==> src/sv/assert_macros.svh <==
// Assertion macros shared by the RTL. Each use samples on clk_i and is
// disabled while rst_ni is low.
`ifndef ASSERT_MACROS_SVH
`define ASSERT_MACROS_SVH

// Check that a condition holds at every clock edge out of reset.
`define ASSERT_ALWAYS(label, cond) \
  label: assert property (@(posedge clk_i) disable iff (!rst_ni) (cond)) \
    else $error("assertion failed");

// Check that a consequent holds in the cycle after its antecedent.
`define ASSERT_NEXT(label, ante, cons) \
  label: assert property (@(posedge clk_i) disable iff (!rst_ni) (ante) |=> (cons)) \
    else $error("assertion failed");

`endif

==> src/sv/ridmtf_pkg.sv <==
package ridmtf_pkg;

  localparam int unsigned DepthDefault = 8;
  localparam int unsigned IdW          = 32;
  localparam int unsigned OpW          = 2;
  localparam int unsigned RankW        = 3;
  localparam int unsigned CountW       = 4;

  localparam logic [OpW-1:0] OP_LOOKUP = 2'd0;
  localparam logic [OpW-1:0] OP_NOTE   = 2'd1;
  localparam logic [OpW-1:0] OP_APPEND = 2'd2;

  typedef struct packed {
    logic [OpW-1:0] operation;
    logic [IdW-1:0] node_id;
  } in_t;

  typedef struct packed {
    logic              hit;
    logic [RankW-1:0]  hit_rank;
    logic              changed;
    logic [CountW-1:0] entry_count;
  } out_t;

  // Broadcast from the top level to every cell of the chain.
  typedef struct packed {
    logic           shift_en;
    logic           write_en;
    logic [IdW-1:0] node_id;
  } cell_ctrl_t;

endpackage

==> src/sv/ridmtf_cell.sv <==
module ridmtf_cell #(
  parameter int unsigned DEPTH = ridmtf_pkg::DepthDefault,
  parameter int unsigned IDX   = 0,
  parameter int unsigned PTR_W = $clog2(DEPTH),
  parameter int unsigned CNT_W = $clog2(DEPTH + 1)
) (
  input  logic                       clk_i,
  input  ridmtf_pkg::cell_ctrl_t     ctrl_i,
  input  logic [PTR_W-1:0]           from_i,
  input  logic [CNT_W-1:0]           count_i,
  input  logic [ridmtf_pkg::IdW-1:0] prev_id_i,
  output logic [ridmtf_pkg::IdW-1:0] id_o,
  output logic                       match_o
);
  import ridmtf_pkg::*;

  localparam logic [PTR_W-1:0] MyIdx = PTR_W'(IDX);
  localparam logic [CNT_W-1:0] MyCnt = CNT_W'(IDX);

  logic [IdW-1:0] id_q;
  logic           valid;

  assign valid   = MyCnt < count_i;
  assign match_o = valid && (id_q == ctrl_i.node_id);
  assign id_o    = id_q;

  // Append fills the first free slot; a note slides the cells up to the source rank.
  always_ff @(posedge clk_i) begin
    if (ctrl_i.write_en && (count_i == MyCnt)) begin
      id_q <= ctrl_i.node_id;
    end else if (ctrl_i.shift_en && (MyIdx <= from_i)) begin
      id_q <= prev_id_i;
    end
  end

endmodule

==> src/sv/recent_id_move_to_front_list.sv <==
// Move-to-front list of up to DEPTH nonzero 32-bit ids, most recent at rank 0.
// Each transaction on the input channel carries an operation and an id and
// yields exactly one result transaction: lookup reports hit and rank, note
// moves the id to the head (new ids push the oldest entry off a full list),
// append adds an absent id at the tail while there is room; id zero is never
// held and codes other than note and append act as lookups. The list lives in
// a chain of DEPTH cells, each comparing its entry with the broadcast id and
// taking its neighbor's entry on a shift, so the list is updated as a
// transaction is accepted and its result is registered in the output stage.
// A two-entry output stage (result register plus skid register) keeps
// accepting while one result waits, so the input stalls only when both are
// full. The list needs no clearing pass after reset: the entry count alone
// marks which cells are valid.
module recent_id_move_to_front_list #(
  parameter int unsigned DEPTH = ridmtf_pkg::DepthDefault
) (
  input  logic             clk_i,
  input  logic             rst_ni,
  input  logic             in_valid_i,
  output logic             in_ready_o,
  input  ridmtf_pkg::in_t  in_data_i,
  output logic             out_valid_o,
  input  logic             out_ready_i,
  output ridmtf_pkg::out_t out_data_o
);
  import ridmtf_pkg::*;
  `include "assert_macros.svh"

  localparam int unsigned PtrW = $clog2(DEPTH);
  localparam int unsigned CntW = $clog2(DEPTH + 1);
  localparam logic [CntW-1:0] FullCnt = CntW'(DEPTH);
  localparam logic [PtrW-1:0] LastIdx = PtrW'(DEPTH - 1);

  logic [CntW-1:0] count_q, count_d;
  logic            out_valid_q, skid_valid_q;
  out_t            out_q, skid_q;
  out_t            result;

  logic                  accept;
  logic                  id_nz;
  logic                  full;
  logic                  hit;
  logic [PtrW-1:0]       rank;
  logic [PtrW-1:0]       from;
  logic                  note_chg;
  logic                  append_chg;
  logic                  grow;
  logic [DEPTH-1:0]      match;
  logic [IdW-1:0]        cell_id [DEPTH];
  cell_ctrl_t            ctrl;

  assign in_ready_o = !skid_valid_q;
  assign accept     = in_valid_i && in_ready_o;
  assign id_nz      = in_data_i.node_id != '0;
  assign full       = count_q == FullCnt;

  // Entries are unique, so at most one cell matches: OR the indexes together.
  always_comb begin
    rank = '0;
    for (int i = 0; i < DEPTH; i++) begin
      if (match[i]) begin
        rank = rank | PtrW'(i);
      end
    end
    if (!id_nz) begin
      rank = '0;
    end
  end

  assign hit = id_nz && (|match);

  // Source rank of the slide: the hit position, or the tail slot for a new id.
  assign from = hit ? rank : (full ? LastIdx : count_q[PtrW-1:0]);

  assign note_chg   = id_nz && (in_data_i.operation == OP_NOTE) && !(hit && (rank == '0));
  assign append_chg = id_nz && (in_data_i.operation == OP_APPEND) && !hit && !full;
  assign grow       = ((note_chg && !hit) || append_chg) && !full;
  assign count_d    = grow ? count_q + CntW'(1) : count_q;

  assign ctrl.shift_en = accept && note_chg;
  assign ctrl.write_en = accept && append_chg;
  assign ctrl.node_id  = in_data_i.node_id;

  for (genvar g = 0; g < DEPTH; g++) begin : g_cell
    ridmtf_cell #(
      .DEPTH(DEPTH),
      .IDX  (g),
      .PTR_W(PtrW),
      .CNT_W(CntW)
    ) u_cell (
      .clk_i    (clk_i),
      .ctrl_i   (ctrl),
      .from_i   (from),
      .count_i  (count_q),
      .prev_id_i(g == 0 ? in_data_i.node_id : cell_id[(g == 0) ? 0 : g - 1]),
      .id_o     (cell_id[g]),
      .match_o  (match[g])
    );
  end

  assign result.hit         = hit;
  assign result.hit_rank    = RankW'(rank);
  assign result.changed     = note_chg || append_chg;
  assign result.entry_count = CountW'(count_d);

  // Advance the count only on an accepted transaction.
  always_ff @(posedge clk_i or negedge rst_ni) begin
    if (!rst_ni) begin
      count_q <= '0;
    end else if (accept) begin
      count_q <= count_d;
    end
  end

  // Output stage: drain the skid entry first, park a new result in skid when stalled.
  always_ff @(posedge clk_i or negedge rst_ni) begin
    if (!rst_ni) begin
      out_valid_q  <= 1'b0;
      skid_valid_q <= 1'b0;
    end else if (!out_valid_q || out_ready_i) begin
      if (skid_valid_q) begin
        out_valid_q  <= 1'b1;
        skid_valid_q <= 1'b0;
      end else begin
        out_valid_q <= accept;
      end
    end else if (accept) begin
      skid_valid_q <= 1'b1;
    end
  end

  always_ff @(posedge clk_i) begin
    if (!out_valid_q || out_ready_i) begin
      if (skid_valid_q) begin
        out_q <= skid_q;
      end else if (accept) begin
        out_q <= result;
      end
    end else if (accept) begin
      skid_q <= result;
    end
  end

  assign out_valid_o = out_valid_q;
  assign out_data_o  = out_q;

  // Bounded count, unique entries, zero ids keep count, skid only with out valid.
  `ASSERT_ALWAYS(a_count_bound, count_q <= FullCnt)
  `ASSERT_ALWAYS(a_unique_match, $onehot0(match))
  `ASSERT_NEXT(a_zero_id_quiet, accept && !id_nz, $stable(count_q))
  `ASSERT_ALWAYS(a_skid_only_when_stalled, !skid_valid_q || out_valid_q)

endmodule
==> config.mk <==
export PLATFORM = sky130hd
export DESIGN_NAME = recent_id_move_to_front_list
export DESIGN_NICKNAME = d
export VERILOG_FILES = /design/src/sv/ridmtf_pkg.sv /design/src/sv/ridmtf_cell.sv /design/src/sv/recent_id_move_to_front_list.sv
export VERILOG_INCLUDE_DIRS = /design/src /design/src/sv
export SDC_FILE = /design/constraint.sdc
export NUM_CORES = 1
export LEC_CHECK = 0
export ABC_AREA = 1
export BUFFER_PORTS_ARGS = -buffer_cell sky130_fd_sc_hd__buf_2
export CORE_ASPECT_RATIO = 0.9
export CORE_MARGIN = 5
export CORE_UTILIZATION = 35
export DETAILED_ROUTE_END_ITERATION = 7
export SLEW_MARGIN = 10
export SYNTH_ARGS = -nofsm -noshare
export SYNTH_HDL_FRONTEND = slang
export SYNTH_SLANG_ARGS = --single-unit
==> constraint.sdc <==
create_clock -name clk_i -period 7.5 [get_ports clk_i]
set_clock_uncertainty 0.05 [all_clocks]
set_input_delay 0.75 -clock clk_i [delete_from_list [all_inputs] [get_ports clk_i]]
set_output_delay 0.75 -clock clk_i [all_outputs]
set_load 0.005 [all_outputs]
==> impl_metrics.py <==
metrics = {
    "cells_and_area": {
        "drive_gt1_share_pct": 6.82,
        "antenna_cells": 0,
        "nFillCells": 5292,
        "layout.cells.non_filler": 3153,
        "final_cell_mix": "nand2_1 (960), edfxtp_1 (274), nor2_1 (263)",
        "fin_nets": 2481,
        "final_common_cell": "nand2_1",
        "area_delta_synth_final_pct": 10.0,
        "finalInstanceArea_mm2": 0.0200,
    },
    "clock_network": {
        "clk_pin_slew_ps": 50,
        "cts_inserted_buffers": 37,
        "cts_sinks": 280,
        "cts_max_path_buffers": 3,
        "cts_max_level": 2,
        "root_buffer": "clkbuf_16",
        "cts_tree": "yes",
        "cts_setup_buffers": 0,
        "insertion_delay_ps": 550,
    },
    "synth": {
        "ys_types": 36,
        "synth_xor_xnor_area_share_pct": 4.68,
        "syn_area_per_cell_um2": 7.43,
        "synth_compound_area_share_pct": 4.19,
        "synthSimpleGateAreaFrac_pct": 37.1,
        "synth_edf_count": 274,
        "yosysWarnings": 0,
        "syn-num-nets": 2486,
        "yosys.area_share.adder_pct": 0.276,
        "yosysSeqAreaShare_pct": 46.2,
        "ys_ff_latch": 280,
        "synth_area_mm2": 0.0182,
        "synthCells": 2444,
        "synth_top_family_by_area": "simple AND/OR/NAND/NOR gates",
        "dominantRegCellSynth": "edfxtp_1",
        "muxShareOfSynthArea_pct": 0,
        "synthArstFlopShare_pct": 2.14,
    },
    "timing": {
        "drv_slew": 0,
        "worst_slack_ps": 2530,
        "worst_pin_slew_ps": 1080,
        "fin_crit_sh_pct": 66.2,
        "fmax_mhz": 201,
        "setup_viol": 0,
        "hold_viol": 0,
        "fin_tns_setup_ps": 0,
        "finalWorstPathRequiredPeriod_ps": 4970,
        "rsz0062_at_grt": "false",
        "relSlewSlack_pct": 27.9,
    },
    "power_and_ir_drop": {
        "power.density_mw_per_mm2": 224,
        "power.leakage_uw": 0.00885,
        "p_total_uw": 4470,
        "peakVddDrop_uv": 179,
    },
    "detailed_routing": {
        "firstDrtPassIters": 5,
        "wl_per_cell_um": 20.4,
        "wl_mm": 64.2,
        "viasPerCell": 5.14,
        "ant_nets": 0,
        "vias": 16199,
        "drt_iter0_drc": 1565,
        "drcViolationCount": 0,
    },
    "critical_path": {
        "startpoint_type": "flop",
        "critPathKind": "flop to flop",
        "worstPathArrival_ps": 5110,
        "cp_max_fo": 41,
        "required_ps": 7640,
        "cp-end-kind": "flop",
    },
    "floorplan": {
        "die_area_mm2": 0.0565,
        "initial_core_util_pct": 35.3,
        "rows": 79,
        "die_h_um": 226,
        "io_pins": 49,
        "die_x_um": 250,
        "core_area_mm2": 0.0515,
    },
    "status": {
        "status": "finished, final reports clean",
    },
    "global_routing": {
        "antenna_found_initial": 0,
        "grt_pass1_wl_mm": 96.6,
        "grt_pass1_vias": 15623,
        "grt_max_degree": 66,
        "overflow": 0,
        "grt_usage_pct": 22.4,
    },
    "place": {
        "dp.cells": 3087,
        "preCtsSetupSlack_ps": 2380,
        "gp_congestion": 1.02,
        "io_buffers": 48,
        "place_area_mm2": 0.0188,
        "dpl.hpwl_mm": 51.1,
    },
    "flow_run": {
        "drv_cap": 0,
    },
    "worst_hold_path": {
        "hold_class": "primary input to flop",
    },
}
[sequential cells by signal, indices dropped and copies added (netlist names)]
register / cells
out_valid_o: 1
skid_valid_q: 1
skid_q: 9
out_data_o: 9
g_cell.u_cell.id_o: 256
count_q: 4
[Yosys cell counts, types with 3 or more instances]
| library cell | instances | area share (%) |
|---|---|---|
| ha_1 | 4 | 0.28 |
| nand2_1 | 962 | 20 |
| o21ai_1 | 30 | 0.83 |
| o21ai_0 | 115 | 3.2 |
| nor3_1 | 13 | 0.36 |
| dfrtp_1 | 6 | 0.83 |
| nor2_1 | 263 | 5.4 |
| buf_2 | 56 | 1.5 |
| nand3b_1 | 4 | 0.17 |
| nand3_2 | 3 | 0.17 |
| xnor2_1 | 67 | 3.2 |
| inv_1 | 202 | 4.2 |
| buf_4 | 20 | 0.83 |
| and3_1 | 3 | 0.10 |
| nand3_1 | 116 | 3.2 |
| edfxtp_1 | 274 | 45 |
| nand2_2 | 3 | 0.10 |
| and2_1 | 15 | 0.52 |
| or2_2 | 23 | 0.79 |
| xor2_1 | 30 | 1.4 |
| inv_2 | 13 | 0.27 |
| nand4_1 | 162 | 5.6 |
| nor4_1 | 7 | 0.24 |
| clkbuf_1 | 31 | 0.64 |
| nor2_2 | 3 | 0.10 |
| a21oi_1 | 7 | 0.19 |
[logic make-up after synthesis]
group,after synthesis
compound gates,152
xor+xnor,97
simple gates,1585
flops,280
buf+inv,326
fa+ha+maj,4
[cell type report]
class,instances,area (µm²),area share (%)
flip-flops and latches,280,8380,41.9
clock buffers,51,1050,5.26
inverters,216,811,4.06
multi-input cells,1838,8430,42.2
clock inverters,14,67.6,0.338
repair buffers,66,378,1.89
well taps,688,861,4.31
[metal layers]
metal  wire length, µm  part of all wire, %  track usage, %
met5                 0                    0               0
met4              2130                  3.3            7.53
met3              3440                  5.4            2.14
met2             30100                   47            37.7
met1             28500                   44            30.5
[metrics by stage]
step / util [%] / hold WS, ps
after floorplan: - / 404
after global placement: 36.6 / 425
after detailed placement: 36.6 / 439
after CTS: 38.8 / 370
after global routing: 38.8 / 411
final: 38.8 / 401
[critical path, cell delays in order, from the launching register on]
cell and delay (ps):
dfrtp_1 490, nor2_4 140, buf_4 450, inv_2 170, nor2_4 110, buf_4 380, inv_2 60, nand2_1 70
nor2_1 50, nand2_1 50, nor2_1 40, nand3_1 150, nand3_1 230, nand2_2 180, nand2_4 100, nor3_4 170
buf_4 400, nand3_2 600, nand2_1 240, buf_4 410
[worst paths after layout]
kind,startpoint,endpoint,slack (ps),cells after the start
worst max-delay path,count_q[3],g_cell[6].u_cell.id_o[7],2530,19
worst min-delay path,in_valid_i,out_valid_o,400,3
worst max register to register,count_q[3],g_cell[6].u_cell.id_o[7],2530,19
worst min register to register,skid_valid_q,out_valid_o,450,2
max in group asynchronous,rst_ni,skid_valid_q,6690,2
min in group asynchronous,rst_ni,count_q[3],530,2
[power by group]
group	internal (µW)	switching (µW)
logic	221	663
registers	1850	79.7
clock network	975	679
[timing repair]
action / 4_1_cts / 5_1_grt
endpoints found under the hold margin: 6 / 0
hold buffers: 1 / 0
gates resized for setup: 0 / 0
No activity file was read; power rests on OpenSTA's default activity.
